==> config.mk <==
export PLATFORM = sky130hd
export DESIGN_NAME = iwa_cell
export DESIGN_NICKNAME = d
export VERILOG_FILES = /design/src/hdl/iwa_pkg.sv /design/src/hdl/iwa_cell.sv
export SDC_FILE = /design/constraint.sdc
export NUM_CORES = 1
export LEC_CHECK = 0
export ABC_AREA = 1
export BUFFER_PORTS_ARGS = -buffer_cell sky130_fd_sc_hd__buf_2
export CORE_UTILIZATION = 37
export DETAILED_ROUTE_END_ITERATION = 10
export GPL_ROUTABILITY_DRIVEN = 0
export PLACE_DENSITY = 0.78
export SLEW_MARGIN = 30
export SYNTH_ARGS = -nofsm -noshare
export SYNTH_HDL_FRONTEND = slang
export SYNTH_SLANG_ARGS = --single-unit
==> constraint.sdc <==
create_clock -name clk -period 0.8 [get_ports clk]
set_clock_uncertainty 0.2 [all_clocks]
set_input_delay 0.2 -clock clk [delete_from_list [all_inputs] [get_ports clk]]
set_output_delay 0.2 -clock clk [all_outputs]
set_load 0.05 [all_outputs]
==> src/hdl/iwa_pkg.sv <==
package iwa_pkg;

    localparam int WORD_W = 32;
    localparam int POS_W  = 16;
    localparam int OP_W   = 3;
    localparam int ST_W   = 2;
    // index field width that covers the largest supported depth, plus one for the count
    localparam int IDX_W  = 13;

    localparam logic [OP_W-1:0] OP_READ   = 3'd0;
    localparam logic [OP_W-1:0] OP_WRITE  = 3'd1;
    localparam logic [OP_W-1:0] OP_INSERT = 3'd2;
    localparam logic [OP_W-1:0] OP_DELETE = 3'd3;
    localparam logic [OP_W-1:0] OP_RESIZE = 3'd4;

    localparam logic [ST_W-1:0] ST_OK    = 2'd0;
    localparam logic [ST_W-1:0] ST_BAD   = 2'd1;
    localparam logic [ST_W-1:0] ST_FULL  = 2'd2;
    localparam logic [ST_W-1:0] ST_EMPTY = 2'd3;

    typedef enum logic [2:0] {
        CC_HOLD,
        CC_WRITE,
        CC_INSERT,
        CC_DELETE,
        CC_FILL
    } cell_cmd_t;

    typedef struct packed {
        cell_cmd_t          cmd;
        logic               rd;
        logic [IDX_W-1:0]   sel;
        logic [IDX_W-1:0]   hi;
        logic [WORD_W-1:0]  data;
    } cell_ctrl_t;

endpackage

==> src/hdl/iwa_cell.sv <==
module iwa_cell
    import iwa_pkg::*;
#(
    parameter int IDX = 0
)
(
    input  logic               clk,
    input  logic               rst_n,
    input  cell_ctrl_t         ctrl,
    input  logic [WORD_W-1:0]  left,
    input  logic [WORD_W-1:0]  right,
    output logic [WORD_W-1:0]  value,
    output logic [WORD_W-1:0]  rd
);

    localparam logic [IDX_W-1:0] ME = IDX_W'(IDX);

    logic [WORD_W-1:0] value_reg;
    logic [WORD_W-1:0] value_next;
    logic [WORD_W-1:0] rd_reg;
    logic [WORD_W-1:0] rd_next;

    always_comb
    begin
        value_next = value_reg;
        case (ctrl.cmd)
            CC_WRITE:
            begin
                if (ME == ctrl.sel)
                begin
                    value_next = ctrl.data;
                end
            end
            CC_INSERT:
            begin
                if (ME > ctrl.sel)
                begin
                    value_next = left;
                end
                else if (ME == ctrl.sel)
                begin
                    value_next = ctrl.data;
                end
            end
            CC_DELETE:
            begin
                if (ME >= ctrl.sel)
                begin
                    value_next = right;
                end
            end
            CC_FILL:
            begin
                if (ME >= ctrl.sel && ME < ctrl.hi)
                begin
                    value_next = '0;
                end
            end
            default:
            begin
                value_next = value_reg;
            end
        endcase
        rd_next = (ctrl.rd && ME == ctrl.sel) ? value_reg : '0;
    end

    always_ff @(posedge clk or negedge rst_n)
    begin
        if (!rst_n)
        begin
            value_reg <= '0;
        end
        else
        begin
            value_reg <= value_next;
        end
    end

    always_ff @(posedge clk)
    begin
        rd_reg <= rd_next;
    end

    assign value = value_reg;
    assign rd    = rd_reg;

endmodule

== Word-level counts from Yosys, hierarchy flattened ==
Index checks and enable logic that the tools add are counted.
W data, S select, Z words.

* Register bits after elaboration: 64
* Word-level logic and storage cells: 21

* Mux-type cells: 5
* Equality and inequality tests: 6
* Magnitude comparators: 3
* Reductions and logical operators: 5

{| class="wikitable"
|+ Operator list
! operator !! count
|-
| $mux W32 || 4
|-
| $pmux W32 S4 || 1
|-
| $ge A1 B13 Y1 const A || 1
|-
| $gt A1 B13 Y1 const A || 1
|-
| $logic_not A13 Y1 || 1
|-
| $lt A1 B13 Y1 const A || 1
|-
| $eq A3 B2 Y1 const B || 2
|-
| $ne A2 B2 Y1 const B || 2
|-
| $reduce_bool A4 Y1 || 1
|-
| $eq A3 B1 Y1 const B || 1
|-
| $eq A3 B3 Y1 const B || 1
|-
| $reduce_and A3 Y1 || 1
|-
| $logic_and A1 B1 Y1 || 2
|}

== Depth between registers and ports, before layout ==
Gate-level depths: netlist of the first run.

* Depth after elaboration: 4
* Mapped depth: 11
* Depth with buffers taken out: 10

== Worst setup path before layout of the first run ==
No wires, ideal clock.

* Path type: input port to flip-flop
* Start: in ctrl[51] in the netlist's numbering
* End: reg value_reg[0] (netlist: value[0])
* Slack: -0.632 ns
* Cell stages on the path: 9
* Path buffers: 1
* Data arrival time: 1.113 ns
* Setup time: 0.119 ns
* Required time: 0.481 ns
* Path through: nor2_1 > nand3_1 > nor2_4 > nand3_2 > nand2_2 > nand2_2 > buf_6 > nand2_1 > nand2_1

* Longest elaborated chain between the ends: 4

{| class="wikitable"
|+ RTL lines
! item !! line !! text
|-
| start, declared || iwa_cell.sv:9 || <nowiki>input cell_ctrl_t ctrl,</nowiki>
|-
| $ge A1 B13 Y1 or $logic_not A13 Y1 (tied branches) || - ||
|-
| $logic_and A1 B1 Y1 or $mux W32 (tied branches) || - ||
|-
| $ne A2 B2 Y1 (no line) or $mux W32 (tied branches) || - ||
|-
| $reduce_and A3 Y1 (no line) or $pmux W32 S4 (tied branches) || - ||
|-
| end signal, assigned || iwa_cell.sv:75 || <nowiki>value_reg <= value_next;</nowiki>
|-
| end, declared || iwa_cell.sv:18 || <nowiki>logic [WORD_W-1:0] value_reg;</nowiki>
|}

Several ways; a longest one is shown, not always the timed one.
A chain may end at the register's enable or synchronous reset.

== Final worst setup path of the first run ==
* Start: reg value_reg[14] (netlist: value[14])
* End: out value[14]

{| class="wikitable"
|+ RTL lines
! item !! line !! text
|-
| end, declared || iwa_cell.sv:12 || <nowiki>output logic [WORD_W-1:0] value,</nowiki>
|}

No word-level cell between the ends.

==> results of run 1 <==
## layer usage
layer  vias to the layer above  routed length [µm]  global-route usage
met2                       166                5920               0.489
met4                         0                 431               0.142
met5                         -                   0                   0
met3                        45                 498              0.0588
li1                       1596                   -                   -
met1                      1578                3870               0.274
## Yosys cell counts, drive strengths merged
library cell / n / share of area
buf: 13 / 0.030
clkbuf: 5 / 0.0067
dfrtp: 32 / 0.29
dfxtp: 32 / 0.23
inv: 44 / 0.059
nand2: 180 / 0.24
nand3: 34 / 0.063
nor2: 53 / 0.075
or2: 2 / 0.0045
## timing repair
item                                    in CTS  in global routing
gates cloned                                 4                  2
pin swaps                                    3                 31
endpoints found under the hold margin       56                  4
endpoints found under the setup margin     128                128
setup buffers                                6                  5
gates resized for setup                    204                 74
## worst max path at each step
stage | from | endpoint | slack, ns | depth (start not counted)
2_1_floorplan | ctrl[57] | value[12]$_DFFE_PN0P_ | -0.58 | 11
6_report | value[14]$_DFFE_PN0P_ | value[14] | -0.52 | 1
3_5_place_dp | ctrl[57] | value[22]$_DFFE_PN0P_ | -0.94 | 11
4_1_cts | value[5]$_DFFE_PN0P_ | value[5] | -0.52 | 1
5_1_grt | ctrl[57] | rd[11]$_SDFF_PN0_ | -0.56 | 11
3_3_place_gp | ctrl[54] | value[4]$_DFFE_PN0P_ | -0.86 | 11
## stage by stage
step / instance area (µm²) / util / instances
after floorplan: 2980 / - / 395
after global placement: 4150 / 0.572 / 675
after detailed placement: 4150 / 0.572 / 675
after CTS: 5180 / 0.714 / 702
after global routing: 5490 / 0.756 / 709
final: 5490 / 0.756 / 709
## cells by family after synthesis
family        after synthesis  share of synthesized area
simple gates              269                      0.387
flops                      64                      0.517
buf+inv                    62                     0.0961
## report_power, final
part | switching [mW] | internal [mW]
Sequential | 0.244 | 3.44
Combinational | 2.15 | 1.56
Clock | 1.23 | 1.84
Total | 3.62 | 6.84
## cell type report
class / instances / area share
timing repair buffer: 214 / 0.351
sequential: 64 / 0.292
multi-input combinational: 272 / 0.263
inverter: 44 / 0.0324
clock buffer: 13 / 0.0271
tap: 99 / 0.0226
clock inverter: 3 / 0.0119
==> flow_summary_export.csv, run 1 <==
group,metric,value,unit
timing,rsz0062_at_grt,"true",
clock_tree,clk_pin_slew,0.07,ns
outcome,violations,"negative hold slack, negative setup slack",
critical_path,reg2reg_depth,4,
critical_path,required,0.40,ns
timing,layout_setup_ws,-0.524,ns
critical_path,critical_path.top_delay_family,"flip-flops",
yosys,yosys_warnings,0,
yosys,syn_area,2790,µm²
job,maxCapViolations,0,
cells_and_area,mostFrequentLayoutCells,"nand2_1 (120), buf_2 (88), nand2_2 (45)",
timing,finalSetupViolCount,128,
critical_path,critPathArrivalTime,0.92,ns
cells_and_area,fin_nets,733,
hold_path,hold_depth,5,
placement,pre_cts_ws,-0.945,ns
cells_and_area,syn_to_final_growth,96.9,%
clock_tree,cts_tree,"built",
timing,worst_slew_pin_slew,0.227,ns
yosys,ys_seq_area_frac,0.517,
critical_path,end_kind,"output pin",
cells_and_area,seq_area,1600,µm²
cells_and_area,layout-drive-gt1-share,0.636,
floorplanning,die_h,88.8,µm
timing,max_slew_margin,0.849,
routing,drc,0,
power,power_density,1910,nW/µm²
timing,tns,-58.30,ns
floorplanning,initial_core_util,0.384,
routing,wire_per_inst,15.1,µm
timing,whs,-0.0371,ns
routing,firstDrtPassIters,5,
cells_and_area,final_common_cell,"nand2_1",
hold_path,min_to,"value[1]$_DFFE_PN0P_",
critical_path,path_max_fanout,2,
routing,vias,3385,
global_route,antenna_found_initial,0,
outcome,status,"finished with violations",
cells_and_area,nFillCells,483,
clock_tree,cts-root-buf,"clkbuf_8",
clock_tree,cts_inserted_buffers,9,
clock_tree,cts.path.max_buffers,2,
placement,dp_hpwl,5.94,mm
power,p_leak,2.77,nW
clock_tree,clk_latency,0.33,ns
floorplanning,core_area,7250,µm²
timing,maxSlewViolCount,0,
timing,finalCritPeriodShare,1.65,
global_route,grt_overflow,0,
placement,io_buffers,159,
yosys,yosysUniqueCellTypes,16,
critical_path,crit_slowest_cell,"dfrtp_2",
cells_and_area,diodes,0,
critical_path,cp_cell_sequence,"buf_6",
hold_path,min_path_type,"input port to flip-flop",
global_route,grt_pass1_wl,15.4,mm
clock_tree,postCtsHoldBufs,1,
timing,post-route-min-period,1.32,ns
critical_path,r2r-end,"value[29]$_DFFE_PN0P_",
timing,hold_violations,17,
critical_path,r2r_setup_slack,-0.32,ns
critical_path,max_stage_delay,0.43,ns
routing,drt_iter0_drc,151,
global_route,grt_use_total,0.263,
clock_tree,cts.sinks,64,
critical_path,start_kind,"flip-flop",
power,power.total,10.5,mW
global_route,grt_max_degree,33,
yosys,synth_fp_nets,523,
routing,wl,10.7,mm
critical_path,worst-path-buf-inv,1,
yosys,synth-seq-cells,64,
global_route,grt_pass1_vias,3316,
hold_path,worstHoldStart,"right[1]",
cells_and_area,multi_input_area,1440,µm²
critical_path,path_class,"flip-flop to output pin",
floorplanning,die_w,88.8,µm
floorplanning,rows,31,
critical_path,reg2reg_from,"value[29]$_DFFE_PN0P_",
floorplanning,boundaryPins,192,
power,vdd_ir_drop_max,0.899,mV
routing,ant_nets,0,
floorplanning,die_area,7880,µm²
timing,fmax,756,MHz
yosys,synth_cells,395,
routing,via_per_inst,4.77,
yosys,syn_area_per_cell,7.05,µm²
clock_tree,htree_levels,3,
No activity file was read; power rests on OpenSTA's default activity.
==> run 2: changes to the inputs <==
--- a/config.mk
+++ b/config.mk
@@ -7,10 +7,10 @@
 export LEC_CHECK = 0
 export ABC_AREA = 1
 export BUFFER_PORTS_ARGS = -buffer_cell sky130_fd_sc_hd__buf_2
-export CORE_UTILIZATION = 37
+export CORE_UTILIZATION = 44
 export DETAILED_ROUTE_END_ITERATION = 10
 export GPL_ROUTABILITY_DRIVEN = 0
-export PLACE_DENSITY = 0.78
+export PLACE_DENSITY = 0.87
 export SLEW_MARGIN = 30
 export SYNTH_ARGS = -nofsm -noshare
 export SYNTH_HDL_FRONTEND = slang
==> constraint.sdc (replaced) <==
create_clock -name clk -period 1.65 [get_ports clk]
set_clock_uncertainty 0.2 [all_clocks]
set_input_delay 0.4125 -clock clk [delete_from_list [all_inputs] [get_ports clk]]
set_output_delay 0.4125 -clock clk [all_outputs]
set_load 0.05 [all_outputs]
==> run 2 against run 1 <==
The flow now finishes without violations. Sequential cell count did not move. Register-to-register slack improved by 1.1 ns. Setup slack gained 0.57 ns. First-iteration DRC count is 7.3% lower. Wire length down 33%.
==> flow_summary_export.csv, run 2 (synthesis gave the netlist of run 1 again) <==
group,metric,value,unit
critical_path,start_kind,"flip-flop",
critical_path,critical_path.top_delay_family,"flip-flops",
cells_and_area,syn_to_final_growth,42.1,%
routing,wl,7.14,mm
global_route,grt_use_total,0.230,
cells_and_area,fin_nets,690,
timing,worst_slew_pin_slew,0.399,ns
routing,via_per_inst,4.55,
power,power_density,1070,nW/µm²
critical_path,reg2reg_from,"value[16]$_DFFE_PN0P_",
critical_path,worst-path-buf-inv,1,
timing,maxSlewViolCount,0,
global_route,grt_overflow,0,
placement,io_buffers,159,
critical_path,max_stage_delay,0.39,ns
hold_path,worstHoldStart,"right[8]",
critical_path,critPathArrivalTime,0.99,ns
routing,drc,0,
cells_and_area,final_common_cell,"nand2_1",
timing,post-route-min-period,1.61,ns
timing,whs,0.186,ns
critical_path,cp_cell_sequence,"buf_2",
timing,max_slew_margin,0.734,
placement,dp_hpwl,5.48,mm
clock_tree,cts_setup_buffers,0,
critical_path,r2r_setup_slack,0.79,ns
power,power.total,4.23,mW
cells_and_area,design_area,3960,µm²
clock_tree,cts_tree,"built",
routing,ant_nets,0,
clock_tree,cts.sinks,64,
timing,fmax,623,MHz
cells_and_area,diodes,0,
job,maxCapViolations,0,
critical_path,r2r-end,"value[16]$_DFFE_PN0P_",
placement,postPlaceCellArea,3730,µm²
cells_and_area,mostFrequentLayoutCells,"nand2_1 (178), buf_2 (149), nor2_1 (51)",
global_route,grt_pass1_vias,2730,
clock_tree,cts-root-buf,"clkbuf_8",
hold_path,hold_depth,5,
critical_path,reg2reg_depth,2,
floorplanning,die_area,6660,µm²
power,p_leak,2.36,nW
timing,finalCritPeriodShare,0.973,
critical_path,path_class,"flip-flop to output pin",
clock_tree,cts_inserted_buffers,9,
critical_path,end_kind,"output pin",
floorplanning,boundaryPins,192,
floorplanning,die_h,81.6,µm
critical_path,crit_slowest_cell,"dfrtp_1",
floorplanning,initial_core_util,0.462,
clock_tree,cts.path.max_buffers,2,
critical_path,path_max_fanout,3,
cells_and_area,final_core_util,0.657,
routing,drt_iter0_drc,140,
routing,firstDrtPassIters,4,
global_route,grt_pass1_wl,11.6,mm
cells_and_area,layout-drive-gt1-share,0.339,
global_route,grt_max_degree,23,
timing,rsz0062_at_grt,"false",
routing,wire_per_inst,11.1,µm
power,vdd_ir_drop_max,0.660,mV
timing,hold_violations,0,
floorplanning,core_area,6030,µm²
timing,finalSetupViolCount,0,
floorplanning,rows,28,
clock_tree,htree_levels,3,
global_route,antenna_found_initial,0,
floorplanning,die_w,81.6,µm
routing,vias,2920,
timing,tns,0,ns
clock_tree,clk_latency,0.32,ns
critical_path,required,1.04,ns
outcome,status,"complete, no violations",
clock_tree,clk_pin_slew,0.07,ns
hold_path,min_to,"value[8]$_DFFE_PN0P_",
hold_path,min_path_type,"input port to flip-flop",
==> run 2: cell count changes in the layout (fill, tap and decap cells not counted), sizes merged <==
cell and change:
buf -49, bufinv -1, clkbuf +11, clkinv -1, nand2 -3
==> run 2: layer usage <==
layer / global-route usage / share of wire
met5: 0 / 0
met4: 0.0825 / 0.018
met3: 0.0644 / 0.054
met2: 0.402 / 0.50
met1: 0.268 / 0.43
==> run 2: worst max-delay path by stage <==
stage | from | end | slack (ns) | cells past startpoint
global route | value[15]$_DFFE_PN0P_ | value[15] | 0.0009 | 1
floorplan | ctrl[51] | value[0]$_DFFE_PN0P_ | 0.005 | 9
global placement | ctrl[45] | rd[4]$_SDFF_PN0_ | -0.13 | 8
detailed placement | ctrl[49] | rd[7]$_SDFF_PN0_ | -0.18 | 8
finish | value[20]$_DFFE_PN0P_ | value[20] | 0.04 | 1
CTS | value[16]$_DFFE_PN0P_ | value[16] | 0.02 | 1
==> run 2: final cells by class <==
cell class | instances | area, µm²
fill | 531 | 2070
sequential | 64 | 1440
multi-input combinational | 269 | 1080
timing repair buffer | 174 | 986
clock buffer | 15 | 166
inverter | 44 | 165
tap | 75 | 93.8
clock inverter | 1 | 30.0
==> run 2: per-stage QoR <==
stage          setup WS, ns  instances
5_1_grt            0.000936        642
4_1_cts              0.0182        642
3_5_place_dp         -0.183        625
6_report             0.0445        642
2_1_floorplan       0.00524        395
3_3_place_gp         -0.132        625
==> run 2: power by group <==
group | switching (mW) | total, mW | internal (mW)
clock | 0.550 | 1.33 | 0.785
sequential | 0.117 | 1.81 | 1.70
combinational | 0.779 | 1.09 | 0.308
total | 1.45 | 4.23 | 2.79
==> run 2: repair_timing <==
item,in CTS,in global routing
hold endpoints to repair,16,0
setup endpoints to repair,0,10
gates resized for setup,0,10
hold buffers,1,0
==> run 3: changes to the inputs <==
--- a/config.mk
+++ b/config.mk
@@ -10,7 +10,9 @@
 export CORE_UTILIZATION = 44
 export DETAILED_ROUTE_END_ITERATION = 10
 export GPL_ROUTABILITY_DRIVEN = 0
+export MAX_ROUTING_LAYER = met4
 export PLACE_DENSITY = 0.87
+export SKIP_LAST_GASP = 1
 export SLEW_MARGIN = 30
 export SYNTH_ARGS = -nofsm -noshare
 export SYNTH_HDL_FRONTEND = slang
==> run 3 against run 2 <==
Final cell count is the same. Combinational power about the same. Core utilization stayed put. Via count grew 0.34%. Non-clock buffer count unchanged. Clock-buffer cell count unchanged. Largest cell class unchanged.
==> flow_summary_export.csv, run 3 (synthesis gave the netlist of run 1 again) <==
group,metric,value,unit
timing,whs,0.185,ns
routing,ant_nets,0,
floorplanning,die_h,81.6,µm
routing,wl,7.12,mm
cells_and_area,diodes,0,
hold_path,min_path_type,"input port to flip-flop",
clock_tree,cts_inserted_buffers,9,
global_route,antenna_found_initial,0,
timing,worst_slew_pin_slew,0.401,ns
floorplanning,die_area,6660,µm²
routing,wire_per_inst,11.1,µm
power,power.total,4.23,mW
placement,io_buffers,159,
cells_and_area,mostFrequentLayoutCells,"nand2_1 (178), buf_2 (149), nor2_1 (51)",
power,power_density,1070,nW/µm²
critical_path,max_stage_delay,0.39,ns
critical_path,cp_cell_sequence,"buf_2",
power,vdd_ir_drop_max,0.660,mV
clock_tree,clk_latency,0.32,ns
power,p_leak,2.36,nW
timing,fmax,623,MHz
critical_path,end_kind,"output pin",
global_route,grt_use_total,0.236,
placement,dp_hpwl,5.48,mm
timing,maxSlewViolCount,0,
floorplanning,core_area,6030,µm²
timing,hold_violations,0,
critical_path,r2r_setup_slack,0.79,ns
routing,drc,0,
global_route,grt_pass1_wl,11.6,mm
clock_tree,cts_tree,"built",
placement,dp.cells,625,
cells_and_area,fin_nets,690,
cells_and_area,syn_to_final_growth,42.1,%
critical_path,start_kind,"flip-flop",
routing,drt_iter0_drc,134,
routing,vias,2930,
critical_path,worst-path-buf-inv,1,
global_route,grt_pass1_vias,2722,
timing,finalSetupViolCount,0,
job,maxCapViolations,0,
critical_path,path_class,"flip-flop to output pin",
timing,finalCritPeriodShare,0.973,
timing,max_slew_margin,0.733,
floorplanning,boundaryPins,192,
floorplanning,initial_core_util,0.462,
floorplanning,rows,28,
cells_and_area,layout-drive-gt1-share,0.339,
clock_tree,cts.path.max_buffers,2,
clock_tree,clk_pin_slew,0.07,ns
floorplanning,die_w,81.6,µm
global_route,grt_max_degree,23,
critical_path,required,1.04,ns
outcome,status,"complete, no violations",
cells_and_area,stdcell_count,642,
cells_and_area,design_area,3960,µm²
critical_path,crit_slowest_cell,"dfrtp_1",
routing,firstDrtPassIters,5,
cells_and_area,final_common_cell,"nand2_1",
clock_tree,htree_levels,3,
clock_tree,cts-root-buf,"clkbuf_8",
routing,via_per_inst,4.56,
placement,postPlaceCellArea,3730,µm²
global_route,grt_overflow,0,
timing,rsz0062_at_grt,"false",
critical_path,critPathArrivalTime,0.99,ns
clock_tree,cts.sinks,64,
critical_path,critical_path.top_delay_family,"flip-flops",
timing,post-route-min-period,1.61,ns
critical_path,path_max_fanout,3,
==> run 3: repair_timing <==
item                                    in CTS  in global routing
gates resized for setup                      0                 10
endpoints found under the setup margin       0                 10
endpoints found under the hold margin       16                  0
setup buffers                                0                  0
hold buffers                                 1                  0
==> run 3: report_power, final <==
part           internal (mW)  switching (mW)  leakage, nW  total [mW]
combinational          0.308           0.779         1.58        1.09
clock                  0.784           0.549       0.0979        1.33
sequential              1.70           0.116        0.677        1.81
total                   2.79            1.44         2.36        4.23
==> run 3: tightest hold or removal path, delay by kind of cell <==
family	cells	cell delay, ns
buf+inv	1	0.08
simple gates	4	0.18
==> run 3: routing by layer <==
layer  global-route usage  share of wire  up-vias
met5                    -              0        -
met4               0.0842          0.015        0
met3               0.0611          0.056        8
met2                0.401           0.51      120
met1                0.269           0.42     1305
li1                     -              -     1497
==> run 3: stage by stage <==
| stage | setup TNS, ns | utilization | setup WS, ns |
|---|---|---|---|
| after detailed placement | -8.86 | 0.619 | -0.183 |
| after CTS | 0 | 0.653 | 0.0182 |
| after floorplan | 0 | - | 0.00524 |
| after global placement | -6.62 | 0.619 | -0.132 |
| final | 0 | 0.657 | 0.0441 |
| after global routing | 0 | 0.657 | 0.000973 |
==> run 3: final cells by class <==
type | instances | area, µm²
Fill cell | 531 | 2070
Multi-Input combinational cell | 269 | 1080
Clock inverter | 1 | 30.0
Inverter | 44 | 165
Clock buffer | 15 | 166
Timing Repair Buffer | 174 | 986
Sequential cell | 64 | 1440
Tap cell | 75 | 93.8
==> run 3: path summary, 6_finish.rpt <==
path,startpoint,to,depth (start not counted)
worst min-delay path,right[8],value[8]$_DFFE_PN0P_,5
min in group asynchronous,rst_n,value[12]$_DFFE_PN0P_,2
worst max register to register,value[16]$_DFFE_PN0P_,value[16]$_DFFE_PN0P_,2
max in group asynchronous,rst_n,value[0]$_DFFE_PN0P_,3
worst max-delay path,value[20]$_DFFE_PN0P_,value[20],1
worst min register to register,value[1]$_DFFE_PN0P_,value[1]$_DFFE_PN0P_,2
